$ cat config.mk
export PLATFORM = sky130hd
export DESIGN_NAME = red_blob_centroid_pd_tracker_core
export DESIGN_NICKNAME = d
export VERILOG_FILES = /design/src/rtl/core/rbc_pkg.sv /design/src/rtl/core/rbc_accum.sv /design/src/rtl/core/rbc_div.sv /design/src/rtl/core/rbc_pd.sv /design/src/rtl/core/red_blob_centroid_pd_tracker_core.sv
export VERILOG_INCLUDE_DIRS = /design/src /design/src/rtl/core
export SDC_FILE = /design/constraint.sdc
export NUM_CORES = 2
export LEC_CHECK = 0
export BUFFER_PORTS_ARGS = -buffer_cell sky130_fd_sc_hd__clkbuf_2
export CAP_MARGIN = 20
export CORE_ASPECT_RATIO = 1.25
export CORE_MARGIN = 8
export CORE_UTILIZATION = 64
export DETAILED_ROUTE_END_ITERATION = 8
export PLACE_DENSITY = 0.84
export SLEW_MARGIN = 0
export SYNTH_ARGS = -nofsm -noshare
export SYNTH_HDL_FRONTEND = slang
export SYNTH_SLANG_ARGS = --single-unit
$ cat constraint.sdc
create_clock -name i_clk -period 8.1 [get_ports i_clk]
set_input_delay 1.215 -clock i_clk [delete_from_list [all_inputs] [get_ports i_clk]]
set_output_delay 1.215 -clock i_clk [all_outputs]
set_load 0.005 [all_outputs]
$ cat src/rtl/core/red_blob_centroid_pd_tracker_core_defines.svh
// assertion macros for the red blob centroid tracker core
// included by the top level; no other dependencies
`ifndef RED_BLOB_CENTROID_PD_TRACKER_CORE_DEFINES_SVH
`define RED_BLOB_CENTROID_PD_TRACKER_CORE_DEFINES_SVH

`ifndef NO_ASSERTIONS
`define RBC_ASSERT_SAME(label, clk, rst_n, ante, cons) \
    label: assert property (@(posedge clk) disable iff (!rst_n) (ante) |-> (cons)) \
        else $error("rbc assertion failed");
`define RBC_ASSERT_NEXT(label, clk, rst_n, ante, cons) \
    label: assert property (@(posedge clk) disable iff (!rst_n) (ante) |=> (cons)) \
        else $error("rbc assertion failed");
`else
`define RBC_ASSERT_SAME(label, clk, rst_n, ante, cons)
`define RBC_ASSERT_NEXT(label, clk, rst_n, ante, cons)
`endif

`endif

$ cat src/rtl/core/rbc_pkg.sv
// shared widths, register indexes, types and saturation helpers
// for the red blob centroid tracker core; no dependencies
package rbc_pkg;

    localparam int MAX_DIM    = 2048;
    localparam int POS_W      = $clog2(MAX_DIM);
    localparam int DIM_W      = 12;
    localparam int PIX_W      = 8;
    localparam int GAIN_W     = 16;
    localparam int SUM_W      = 34;
    localparam int CNT_W      = 23;
    localparam int ERR_W      = 12;
    localparam int DRV_W      = 30;
    localparam int CFG_IDX_W  = 2;
    localparam int CFG_DATA_W = 16;
    localparam int DIV_CNT_W  = $clog2(SUM_W);

    localparam logic [CFG_IDX_W-1:0] CFG_FRAME_WIDTH  = 2'd0;
    localparam logic [CFG_IDX_W-1:0] CFG_FRAME_HEIGHT = 2'd1;
    localparam logic [CFG_IDX_W-1:0] CFG_KP_GAIN      = 2'd2;
    localparam logic [CFG_IDX_W-1:0] CFG_KD_GAIN      = 2'd3;

    localparam logic [DIM_W-1:0]  RST_FRAME_WIDTH  = 12'd320;
    localparam logic [DIM_W-1:0]  RST_FRAME_HEIGHT = 12'd240;
    localparam logic [GAIN_W-1:0] RST_KP_GAIN      = 16'd819;
    localparam logic [GAIN_W-1:0] RST_KD_GAIN      = 16'd0;

    typedef struct packed {
        logic             frame_end;
        logic [SUM_W-1:0] sum_col;
        logic [SUM_W-1:0] sum_row;
        logic [CNT_W-1:0] red_count;
    } t_acc_stat;

    function automatic logic [DIM_W-1:0] eff_dim(input logic [DIM_W-1:0] d);
        logic [DIM_W-1:0] r;
        if (d == '0) begin
            r = DIM_W'(1);
        end else if (32'(d) > MAX_DIM) begin
            r = DIM_W'(MAX_DIM);
        end else begin
            r = d;
        end
        return r;
    endfunction

    function automatic logic signed [ERR_W-1:0] sat_err(input logic [SUM_W-1:0] q,
                                                        input logic [DIM_W-2:0] half);
        logic signed [SUM_W:0] d;
        logic signed [ERR_W-1:0] r;
        d = $signed({1'b0, q}) - $signed((SUM_W+1)'(half));
        if (d > $signed((SUM_W+1)'(2047))) begin
            r = 12'sd2047;
        end else if (d < -$signed((SUM_W+1)'(2048))) begin
            r = -12'sd2048;
        end else begin
            r = d[ERR_W-1:0];
        end
        return r;
    endfunction

    function automatic logic signed [DRV_W-1:0] sat_drive(input logic signed [DRV_W:0] a);
        logic signed [DRV_W-1:0] r;
        if (a > $signed({2'b00, {(DRV_W-1){1'b1}}})) begin
            r = {1'b0, {(DRV_W-1){1'b1}}};
        end else if (a < $signed({2'b11, {(DRV_W-1){1'b0}}})) begin
            r = {1'b1, {(DRV_W-1){1'b0}}};
        end else begin
            r = a[DRV_W-1:0];
        end
        return r;
    endfunction

endpackage

$ cat src/rtl/core/rbc_accum.sv
// pixel classification, coordinate sums, red pixel count and position counters
// depends on rbc_pkg
module rbc_accum (
    input  logic                       i_clk,
    input  logic                       i_rst_n,
    input  logic                       i_beat,
    input  logic                       i_clear,
    input  logic [rbc_pkg::PIX_W-1:0]  i_red,
    input  logic [rbc_pkg::PIX_W-1:0]  i_green,
    input  logic [rbc_pkg::PIX_W-1:0]  i_blue,
    input  logic [rbc_pkg::DIM_W-1:0]  i_width,
    input  logic [rbc_pkg::DIM_W-1:0]  i_height,
    output rbc_pkg::t_acc_stat         o_stat
);
    import rbc_pkg::*;

    logic [SUM_W-1:0] r_sum_col, r_sum_row;
    logic [CNT_W-1:0] r_count;
    logic [POS_W-1:0] r_col, r_row;
    logic             w_is_red, w_col_end, w_frame_end;

    assign w_is_red    = ({1'b0, i_red} > {i_green, 1'b0}) && ({1'b0, i_red} > {i_blue, 1'b0});
    assign w_col_end   = (DIM_W'(r_row) + DIM_W'(1)) >= i_height;
    assign w_frame_end = w_col_end && ((DIM_W'(r_col) + DIM_W'(1)) >= i_width);

    assign o_stat.frame_end = w_frame_end;
    assign o_stat.sum_col   = r_sum_col;
    assign o_stat.sum_row   = r_sum_row;
    assign o_stat.red_count = r_count;

    always_ff @(posedge i_clk) begin
        if (!i_rst_n) begin
            r_sum_col <= '0;
            r_sum_row <= '0;
            r_count   <= '0;
            r_col     <= '0;
            r_row     <= '0;
        end else if (i_clear) begin
            r_sum_col <= '0;
            r_sum_row <= '0;
            r_count   <= '0;
        end else if (i_beat) begin
            if (w_is_red) begin
                r_sum_col <= r_sum_col + SUM_W'(r_col);
                r_sum_row <= r_sum_row + SUM_W'(r_row);
                r_count   <= r_count + CNT_W'(1);
            end
            if (w_frame_end) begin
                r_col <= '0;
                r_row <= '0;
            end else if (w_col_end) begin
                r_col <= r_col + POS_W'(1);
                r_row <= '0;
            end else begin
                r_row <= r_row + POS_W'(1);
            end
        end
    end

endmodule

$ cat src/rtl/core/rbc_div.sv
// shared restoring divider, one quotient bit per cycle
// depends on rbc_pkg
module rbc_div (
    input  logic                       i_clk,
    input  logic                       i_rst_n,
    input  logic                       i_start,
    input  logic [rbc_pkg::SUM_W-1:0]  i_dividend,
    input  logic [rbc_pkg::CNT_W-1:0]  i_divisor,
    output logic                       o_done,
    output logic [rbc_pkg::SUM_W-1:0]  o_quot
);
    import rbc_pkg::*;

    logic                 r_busy, r_done;
    logic [DIV_CNT_W-1:0] r_cnt;
    logic [SUM_W-1:0]     r_q;
    logic [CNT_W-1:0]     r_rem, r_div;
    logic [CNT_W:0]       w_trial;
    logic                 w_fits;

    assign w_trial = {r_rem, r_q[SUM_W-1]};
    assign w_fits  = w_trial >= {1'b0, r_div};
    assign o_done  = r_done;
    assign o_quot  = r_q;

    always_ff @(posedge i_clk) begin
        if (!i_rst_n) begin
            r_busy <= 1'b0;
            r_done <= 1'b0;
            r_cnt  <= '0;
        end else begin
            r_done <= 1'b0;
            if (i_start) begin
                r_busy <= 1'b1;
                r_cnt  <= '0;
                r_q    <= i_dividend;
                r_rem  <= '0;
                r_div  <= i_divisor;
            end else if (r_busy) begin
                r_q <= {r_q[SUM_W-2:0], w_fits};
                if (w_fits) begin
                    r_rem <= CNT_W'(w_trial - {1'b0, r_div});
                end else begin
                    r_rem <= w_trial[CNT_W-1:0];
                end
                r_cnt <= r_cnt + DIV_CNT_W'(1);
                if (r_cnt == DIV_CNT_W'(SUM_W - 1)) begin
                    r_busy <= 1'b0;
                    r_done <= 1'b1;
                end
            end
        end
    end

endmodule

$ cat src/rtl/core/rbc_pd.sv
// shared pd unit: one multiplier used for the proportional and derivative terms
// depends on rbc_pkg
module rbc_pd (
    input  logic                              i_clk,
    input  logic                              i_rst_n,
    input  logic                              i_start,
    input  logic signed [rbc_pkg::ERR_W-1:0]  i_err,
    input  logic signed [rbc_pkg::ERR_W-1:0]  i_prev,
    input  logic [rbc_pkg::GAIN_W-1:0]        i_kp,
    input  logic [rbc_pkg::GAIN_W-1:0]        i_kd,
    output logic                              o_done,
    output logic signed [rbc_pkg::DRV_W-1:0]  o_drive
);
    import rbc_pkg::*;

    logic                     r_busy, r_done;
    logic [1:0]               r_step;
    logic signed [ERR_W:0]    r_b0, r_b1;
    logic signed [DRV_W-1:0]  r_prod, r_drive;
    logic signed [DRV_W:0]    r_acc;
    logic signed [GAIN_W:0]   w_mul_a;
    logic signed [ERR_W:0]    w_mul_b;
    logic signed [DRV_W-1:0]  w_prod;

    assign w_mul_a = (r_step == 2'd0) ? $signed({1'b0, i_kp}) : $signed({1'b0, i_kd});
    assign w_mul_b = (r_step == 2'd0) ? r_b0 : r_b1;
    assign w_prod  = w_mul_a * w_mul_b;
    assign o_done  = r_done;
    assign o_drive = r_drive;

    always_ff @(posedge i_clk) begin
        if (!i_rst_n) begin
            r_busy <= 1'b0;
            r_done <= 1'b0;
            r_step <= '0;
        end else begin
            r_done <= 1'b0;
            if (i_start) begin
                r_busy <= 1'b1;
                r_step <= '0;
                r_b0   <= (ERR_W+1)'(i_err);
                r_b1   <= (ERR_W+1)'(i_prev) - (ERR_W+1)'(i_err);
            end else if (r_busy) begin
                r_step <= r_step + 2'd1;
                case (r_step)
                    2'd0: begin
                        r_prod <= w_prod;
                    end
                    2'd1: begin
                        r_prod <= w_prod;
                        r_acc  <= (DRV_W+1)'(r_prod);
                    end
                    2'd2: begin
                        r_acc <= r_acc + (DRV_W+1)'(r_prod);
                    end
                    default: begin
                        r_drive <= sat_drive(r_acc);
                        r_busy  <= 1'b0;
                        r_done  <= 1'b1;
                    end
                endcase
            end
        end
    end

endmodule

$ cat src/rtl/core/red_blob_centroid_pd_tracker_core.sv
// red blob centroid tracker with pd drive: config registers, sequencer, output register
// depends on rbc_pkg, rbc_accum, rbc_div, rbc_pd and the core defines header
// after the last pixel beat of a frame, its result beat is computed by two 34-step divides
// and two 4-step pd passes on one multiplier; a frame with no red pixel skips both
// throughput: one pixel per cycle within a frame; input stalled until the result is registered
// reset: synchronous active low, restores register defaults, clears sums, counters and last errors
`include "red_blob_centroid_pd_tracker_core_defines.svh"

module red_blob_centroid_pd_tracker_core (
    input  logic                                  i_clk,
    input  logic                                  i_rst_n,
    input  logic                                  i_in_valid,
    output logic                                  o_in_stall,
    input  logic [rbc_pkg::PIX_W-1:0]             i_red,
    input  logic [rbc_pkg::PIX_W-1:0]             i_green,
    input  logic [rbc_pkg::PIX_W-1:0]             i_blue,
    output logic                                  o_out_valid,
    input  logic                                  i_out_stall,
    output logic signed [rbc_pkg::ERR_W-1:0]      o_err_x,
    output logic signed [rbc_pkg::ERR_W-1:0]      o_err_y,
    output logic signed [rbc_pkg::DRV_W-1:0]      o_drive_x,
    output logic signed [rbc_pkg::DRV_W-1:0]      o_drive_y,
    output logic                                  o_found,
    input  logic                                  i_cfg_we,
    input  logic [rbc_pkg::CFG_IDX_W-1:0]         i_cfg_idx,
    input  logic [rbc_pkg::CFG_DATA_W-1:0]        i_cfg_wdata
);
    import rbc_pkg::*;

    typedef enum logic [2:0] {
        S_PIX, S_CHK, S_DVX, S_DVY, S_PDX, S_PDY, S_OUT
    } t_state;

    t_state                  r_state;
    logic [DIM_W-1:0]        r_width, r_height;
    logic [GAIN_W-1:0]       r_kp, r_kd;
    logic signed [ERR_W-1:0] r_prev_x, r_prev_y;
    logic signed [ERR_W-1:0] r_res_err_x, r_res_err_y;
    logic signed [DRV_W-1:0] r_res_drv_x, r_res_drv_y;
    logic                    r_res_found;
    logic                    r_out_valid, r_found;
    logic signed [ERR_W-1:0] r_err_x, r_err_y;
    logic signed [DRV_W-1:0] r_drv_x, r_drv_y;

    logic [DIM_W-1:0]        w_eff_w, w_eff_h;
    logic                    w_beat, w_load, w_empty;
    t_acc_stat               w_stat;
    logic                    w_div_start, w_div_done;
    logic [SUM_W-1:0]        w_dividend, w_quot;
    logic                    w_pd_start, w_pd_done;
    logic signed [ERR_W-1:0] w_pd_err, w_pd_prev;
    logic signed [DRV_W-1:0] w_pd_drive;

    assign w_eff_w = eff_dim(r_width);
    assign w_eff_h = eff_dim(r_height);

    assign o_in_stall = (r_state != S_PIX);
    assign w_beat     = i_in_valid && !o_in_stall;
    assign w_load     = (r_state == S_OUT) && (!r_out_valid || !i_out_stall);
    assign w_empty    = (w_stat.red_count == '0);

    assign w_div_start = ((r_state == S_CHK) && !w_empty) || ((r_state == S_DVX) && w_div_done);
    assign w_dividend  = (r_state == S_CHK) ? w_stat.sum_col : w_stat.sum_row;

    assign w_pd_start = ((r_state == S_DVY) && w_div_done) || ((r_state == S_PDX) && w_pd_done);
    assign w_pd_err   = (r_state == S_DVY) ? r_res_err_x : r_res_err_y;
    assign w_pd_prev  = (r_state == S_DVY) ? r_prev_x : r_prev_y;

    rbc_accum u_accum (
        .i_clk    (i_clk),
        .i_rst_n  (i_rst_n),
        .i_beat   (w_beat),
        .i_clear  (w_load),
        .i_red    (i_red),
        .i_green  (i_green),
        .i_blue   (i_blue),
        .i_width  (w_eff_w),
        .i_height (w_eff_h),
        .o_stat   (w_stat)
    );

    rbc_div u_div (
        .i_clk      (i_clk),
        .i_rst_n    (i_rst_n),
        .i_start    (w_div_start),
        .i_dividend (w_dividend),
        .i_divisor  (w_stat.red_count),
        .o_done     (w_div_done),
        .o_quot     (w_quot)
    );

    rbc_pd u_pd (
        .i_clk   (i_clk),
        .i_rst_n (i_rst_n),
        .i_start (w_pd_start),
        .i_err   (w_pd_err),
        .i_prev  (w_pd_prev),
        .i_kp    (r_kp),
        .i_kd    (r_kd),
        .o_done  (w_pd_done),
        .o_drive (w_pd_drive)
    );

    always_ff @(posedge i_clk) begin
        if (!i_rst_n) begin
            r_state     <= S_PIX;
            r_width     <= RST_FRAME_WIDTH;
            r_height    <= RST_FRAME_HEIGHT;
            r_kp        <= RST_KP_GAIN;
            r_kd        <= RST_KD_GAIN;
            r_prev_x    <= '0;
            r_prev_y    <= '0;
            r_out_valid <= 1'b0;
        end else begin
            if (i_cfg_we) begin
                case (i_cfg_idx)
                    CFG_FRAME_WIDTH:  r_width  <= i_cfg_wdata[DIM_W-1:0];
                    CFG_FRAME_HEIGHT: r_height <= i_cfg_wdata[DIM_W-1:0];
                    CFG_KP_GAIN:      r_kp     <= i_cfg_wdata[GAIN_W-1:0];
                    CFG_KD_GAIN:      r_kd     <= i_cfg_wdata[GAIN_W-1:0];
                    default: begin
                    end
                endcase
            end

            if (w_load) begin
                r_out_valid <= 1'b1;
            end else if (!i_out_stall) begin
                r_out_valid <= 1'b0;
            end

            case (r_state)
                S_PIX: begin
                    if (w_beat && w_stat.frame_end) begin
                        r_state <= S_CHK;
                    end
                end
                S_CHK: begin
                    if (w_empty) begin
                        r_res_found <= 1'b0;
                        r_res_err_x <= '0;
                        r_res_err_y <= '0;
                        r_res_drv_x <= '0;
                        r_res_drv_y <= '0;
                        r_state     <= S_OUT;
                    end else begin
                        r_res_found <= 1'b1;
                        r_state     <= S_DVX;
                    end
                end
                S_DVX: begin
                    if (w_div_done) begin
                        r_res_err_x <= sat_err(w_quot, w_eff_w[DIM_W-1:1]);
                        r_state     <= S_DVY;
                    end
                end
                S_DVY: begin
                    if (w_div_done) begin
                        r_res_err_y <= sat_err(w_quot, w_eff_h[DIM_W-1:1]);
                        r_state     <= S_PDX;
                    end
                end
                S_PDX: begin
                    if (w_pd_done) begin
                        r_res_drv_x <= w_pd_drive;
                        r_state     <= S_PDY;
                    end
                end
                S_PDY: begin
                    if (w_pd_done) begin
                        r_res_drv_y <= w_pd_drive;
                        r_state     <= S_OUT;
                    end
                end
                S_OUT: begin
                    if (w_load) begin
                        r_found <= r_res_found;
                        r_err_x <= r_res_err_x;
                        r_err_y <= r_res_err_y;
                        r_drv_x <= r_res_drv_x;
                        r_drv_y <= r_res_drv_y;
                        if (r_res_found) begin
                            r_prev_x <= r_res_err_x;
                            r_prev_y <= r_res_err_y;
                        end
                        r_state <= S_PIX;
                    end
                end
                default: begin
                    r_state <= S_PIX;
                end
            endcase
        end
    end

    assign o_out_valid = r_out_valid;
    assign o_found     = r_found;
    assign o_err_x     = r_err_x;
    assign o_err_y     = r_err_y;
    assign o_drive_x   = r_drv_x;
    assign o_drive_y   = r_drv_y;

    // empty frame beat carries zeros
    `RBC_ASSERT_SAME(a_empty_zero, i_clk, i_rst_n, o_out_valid && !o_found, o_err_x == '0 && o_err_y == '0 && o_drive_x == '0 && o_drive_y == '0)
    // divider finishes only while the sequencer waits for it
    `RBC_ASSERT_SAME(a_div_owner, i_clk, i_rst_n, w_div_done, r_state == S_DVX || r_state == S_DVY)
    // pd unit finishes only while the sequencer waits for it
    `RBC_ASSERT_SAME(a_pd_owner, i_clk, i_rst_n, w_pd_done, r_state == S_PDX || r_state == S_PDY)
    // a result load presents a beat and reopens the pixel input
    `RBC_ASSERT_NEXT(a_load_out, i_clk, i_rst_n, w_load, o_out_valid && !o_in_stall)

endmodule
* After elaboration in Yosys (flattened, before gate mapping) *
Index checks and enable logic that the tools add are counted.

word-level totals
  flip-flop bits (word level) = 575
  logic and storage cells = 200

operators by class
  add/subtract/negate cells = 14
  $mul = 1
  $lt $le $gt $ge = 13
  equal/unequal tests = 20
  multiplexer cells = 51
  bitwise logic cells = 6
  reduce and logical (&&, ||, !) cells = 58

operator list
  cell                                                              number
  2-to-1 mux 12 bit                                                 13
  case mux 30 bit (2 select lines)                                  2
  2-to-1 mux 34 bit                                                 3
  2-to-1 mux 30 bit                                                 3
  greater-than comparator 35 x 12 -> 1 bit (second input constant)  2
  less-than comparator 35 x 12 -> 1 bit (second input constant)     2
  subtractor 34 x 11 -> 35 bit                                      2
  adder 34 x 11 -> 34 bit                                           2
  case mux 31 bit (2 select lines)                                  1
  case mux 12 bit (2 select lines)                                  2
  2-to-1 mux 23 bit                                                 2
  2-to-1 mux 11 bit                                                 4
  adder 31 x 30 -> 31 bit                                           1
  greater-than comparator 31 x 30 -> 1 bit (second input constant)  1
  less-than comparator 31 x 30 -> 1 bit (second input constant)     1
  multiplier 17 x 13 -> 30 bit                                      1
  AND reduction 4 bit                                               7
  adder 11 x 1 -> 12 bit (second input constant)                    2
  greater-or-equal comparator 12 bit                                2
  greater-or-equal comparator 24 x 23 -> 1 bit                      1
  greater-than comparator 12 bit (second input constant)            2
  logical NOT 12 bit                                                2
  adder 23 x 1 -> 23 bit (second input constant)                    1
  logical NOT 23 bit                                                1
  32 further kinds                                                  103

* Depth between registers and ports, before layout *
  depth after elaboration = 9
  depth in mapped cells = 28
  mapped depth without buffers = 25

* Modules after synthesis *
Synthesis repeated with hierarchy kept, for this count alone.

second synthesis, totals
  cells, all modules = 3,901
  area total of the unflattened synthesis = 38,067.8 um^2

modules (own cells, without submodules)
  module                             times used  cells each  area each (um^2)  sequential area each (um^2)
  rbc_pd                             1           1,316       13,524.2          3,563.4
  red_blob_centroid_pd_tracker_core  1           1,235       12,351.8          6,786.5
  rbc_accum                          1           910         7,287.0           2,262.2
  rbc_div                            1           440         4,904.7           2,562.5

* Worst setup path after synthesis *
OpenSTA, ideal clock, no wires.

  kind = register to register
  from = reg u_pd.r_step[0]
  to = reg u_pd.r_prod[29], data pin
  arrival = 7,125 ps
  required time = 7,840 ps
  slack = 715 ps
  stages on the path, launching flop included = 28
  buffers on the path = 3
  clock period less this slack = 7,385 ps
  path through = dfxtp_1 -> inv_1 -> ha_1 -> clkbuf_1 -> clkbuf_1 -> clkbuf_1 -> mux2i_1 -> nor2_1 -> fa_1 -> inv_1 -> fa_1 -> inv_1 -> fa_1 -> inv_1 -> fa_1 -> fa_1 -> inv_1 -> ha_1 -> ha_1 -> o21a_1 -> a2111oi_0 -> o31ai_1 -> o221ai_1 -> o21ai_1 -> nor3_1 -> o21ai_1 -> a21oi_1 -> xnor2_1

between the ends
  word-level cells in the longest chain between the ends = 3

RTL lines
  item                                                    line                        RTL
  start: declaration                                      rbc_pd.sv:17                logic [1:0] r_step;
  start signal: assignment                                rbc_pd.sv:44                r_step <= r_step + 2'd1;
  logical NOT 2 bit (*)                                   rbc_pd.sv:25, rbc_pd.sv:26
  2-to-1 mux 16 bit or 2-to-1 mux 13 bit (tied branches)  rbc_pd.sv:25, rbc_pd.sv:26
  multiplier 17 x 13 -> 30 bit (*)                        rbc_pd.sv:27                assign w_prod = w_mul_a * w_mul_b;
  named net u_pd.w_prod[29]                               rbc_pd.sv:23                logic signed [DRV_W-1:0] w_prod;
  end signal: assignment                                  rbc_pd.sv:47                r_prod <= w_prod;
  end signal: assignment                                  rbc_pd.sv:50                r_prod <= w_prod;
  end: declaration                                        rbc_pd.sv:19                logic signed [DRV_W-1:0] r_prod, r_drive;

The timed path passes the listed nets; every way through them passes the cells marked *.
A chain may end at the register's enable or synchronous reset.

* Worst setup path in the final report *
Ends and elaborated chain as after synthesis.

==> flow_summary.ini <==
[status]
outcome = finished, final reports clean

[power_and_ir_drop]
p_seq_frac = 0.447
sw_frac_of_total = 0.268
total_power_mw = 7.05
p_switching_mw = 1.89
powerDensity_mw_per_mm2 = 173
p_leak_nw = 16.6
clkPwrFrac = 0.393
irDropWorstVdd_v = 0.000282
p_comb_frac = 0.160
p_int_mw = 5.16

[synth]
seq_area_frac_synth = 0.407
ys_async_sr_fraction = 0
syn_area_mm2 = 0.0373
synth_edf_count = 366
ys_seq_elements = 575
ys.flop_type = edfxtp_1
yosys_warnings = 0
yosysTopAreaCellShare = 0.295
yosysUniqueCellTypes = 84
synthTopCellsByArea = edfxtp_1 (29%), dfxtp_1 (11%), ha_1 (8.7%)
syn_inst = 3795
yosys.area.top_type = edfxtp_1
postSynthAreaPerCell_um2 = 9.83
synth.net_count = 4263

[placed_design]
gp_congestion = 0.975
dp.cells = 4583
pre_cts_ws_ns = 0.297
dp_hpwl_um = 71700
portBuffers = 133

[route]
via_per_inst = 6.14
postRouteAntennaNets = 0
wl_per_cell_um = 20.7
dr_total_vias = 28800
first_iter_violations = 2477
drc = 0
wl_um = 97300
first_pass_iters = 5

[sta]
tightest_slew_ns = 1.04
finalCriticalPeriod_ns = 7.56
rsz0062_at_grt = no
max_freq_mhz = 132
period_share = 0.933
fin_skew_ns = 0.0571
setup_viol = 0
max_slew_margin = 0.307
setup_tns_ns = 0
final.setup.worst_slack_ns = 0.541
finalMaxSlewViolations = 0
hold_viol = 0

[worst_setup_path]
cp_cell_sequence = inv_1 -> ha_4 -> mux2i_1 -> nor2_1 -> fa_1 -> inv_1 -> fa_1 -> inv_1 -> fa_1 -> inv_1 -> fa_1 -> fa_1 -> inv_1 -> ha_1 -> ha_1 -> o21a_1 -> a2111oi_1 -> o31ai_2 -> o221ai_1 -> o21ai_1 -> nor3_1 -> o21ai_1 -> a21oi_1 -> xnor2_1
end_kind = flip-flop
cp_max_fo = 26
critPathRequiredTime_ns = 8.49
crit_buf_inv = 5
critPathTopFamily = adder cells
crit_slowest_cell = a2111oi_1
max_stage_delay_ns = 0.63
worst-setup-path-type = reg2reg
startpoint_type = flip-flop
r2r_slack_ns = 0.54
critPathArrivalTime_ns = 7.94

[run]
maxCapViolCount = 0

[cells_and_area]
nets = 4356
regArea_mm2 = 0.0152
fin_cells = 4694
final_util = 0.704
drive_above_1_share = 0.0945
multiInputGateArea_mm2 = 0.0205
syn2layout_area_growth_pct = 9.40
n_fill_cell = 4176

[die]
initial_core_util = 0.643
io-pin-count = 134
die_h_um = 286
die_w_um = 232
core_area_mm2 = 0.0580
num_rows = 99
dieArea_mm2 = 0.0663

[cts]
post_cts_buffers = 0
ctsResizeCount = 0
cts_sinks = 575
cts_inserted_buffers = 56
htreeDepth = 2
root_buffer = clkbuf_16
cts_tree = yes
clkTransAtPathRegs_ns = 0.06
cts_buffer_depth = 3
holdBufCountCts = 0
clk-insertion-delay-late_ns = 0.64

[global_route]
grt_pass1_vias = 28600
grt_max_degree = 105
grt_pass1_wl_um = 153000
grt-ovfl-total = 0
grtUsageTotal = 0.288
antenna_found_initial = 2

[min_path]
hold_class = reg2reg
-- cells by family after synthesis --
kind of cell,Yosys count,share of synthesized area
flops,575,0.407
fa+ha+maj,450,0.181
compound gates,670,0.119
simple gates,1334,0.167
buf+inv,448,0.0458
xor+xnor,194,0.0456
mux,124,0.0349
-- Yosys cell counts, types with 12 or more instances --
cell       instances
a2111oi_0         18
a211oi_1          29
a21boi_0          86
a21o_1            51
a21oi_1          209
a31oi_1           18
and2_1            54
and3_1            66
clkbuf_1         140
dfxtp_1          209
edfxtp_1         366
fa_1             161
ha_1             260
inv_1            295
maj3_1            29
mux2_2            47
mux2i_1           77
nand2_1          531
nand2b_1          25
nand3_1           71
nand3b_1          13
nand4_1           38
nor2_1           315
nor2b_1           39
nor3_1            51
nor4_1            40
o211ai_1          14
o21a_1            30
o21ai_0           73
o21ai_1           22
o22ai_1           12
o31ai_1           16
or3_1             32
xnor2_1          132
xor2_1            62
-- cells in the final DEF, fill, tap and decap left out, types with 66 or more instances in the layout --
master    Yosys  final
a21boi_0     86     86
o21ai_0      73     73
ha_1        260    259
clkbuf_2      0    132
nand2_1     531    531
xnor2_1     132    132
and3_1       66     66
inv_1       295    295
mux2i_1      77     76
nand3_1      71     71
nor2_1      315    314
dfxtp_1     209    209
a21oi_1     209    209
fa_1        161    161
edfxtp_1    366    366
-- flip-flops by register name (all words and copies together), names as in the netlist, 30 cells and up --
| signal | count |
|---|---|
| o_drive_x | 30 |
| o_drive_y | 30 |
| r_res_drv_x | 30 |
| r_res_drv_y | 30 |
| u_accum.r_sum_col | 34 |
| u_accum.r_sum_row | 34 |
| u_div.o_quot | 34 |
| u_pd.o_drive | 30 |
| u_pd.r_acc | 31 |
| u_pd.r_prod | 30 |
-- layer usage --
| layer | vias to the layer above | track usage | routed length (um) |
|---|---|---|---|
| met3 | 345 | 0.0381 | 5550 |
| met4 | 0 | 0.147 | 5500 |
| met2 | 1180 | 0.516 | 49900 |
| met1 | 13800 | 0.332 | 36300 |
| li1 | 13500 | - | - |
| met5 | - | 0 | 0 |
-- power groups by stage --
stage                     Sequential [mW]  Clock, mW  Combinational (mW)
final                                3.15       2.77                1.12
after global routing                 3.15       2.91                1.24
after CTS                            3.15       2.81                1.11
after detailed placement             3.22          0                1.08
after global placement               3.22          0                1.05
after floorplan                      3.21          0               0.797
-- final timing paths --
path / cells past startpoint / start / endpoint
hold / removal: 0 / r_res_drv_x[28] / o_drive_x[28]
setup / recovery: 24 / u_pd.r_step[0] / u_pd.r_prod[29]
setup reg to reg: 24 / u_pd.r_step[0] / u_pd.r_prod[29]
hold reg to reg: 0 / r_res_drv_x[28] / o_drive_x[28]
-- worst register-to-register path: cells and delay by family (launching register included) --
kind / cells / cell delay (ns)
compound gates: 7 / 1.93
xor+xnor: 1 / 0.08
fa+ha+maj: 8 / 3.70
buf+inv: 5 / 0.35
flops: 1 / 0.35
mux: 1 / 0.58
simple gates: 2 / 0.38
-- stage by stage --
step | instance area (um^2) | hold WS (ns)
floorplan | 37300 | 0.400
global placement | 38700 | 0.402
detailed placement | 38700 | 0.405
CTS | 40700 | 0.416
global route | 40800 | 0.421
finish | 40800 | 0.419
-- area by class of cell --
| type | count | share of cell area |
|---|---|---|
| sequential | 575 | 0.372 |
| clock inverter | 41 | 0.0120 |
| inverter | 295 | 0.0271 |
| timing repair buffer | 188 | 0.0277 |
| antenna | 1 | 0.0000613 |
| clock buffer | 65 | 0.0359 |
| tap | 757 | 0.0232 |
| multi-input combinational | 2772 | 0.502 |
No activity file was read; power rests on OpenSTA's default activity.
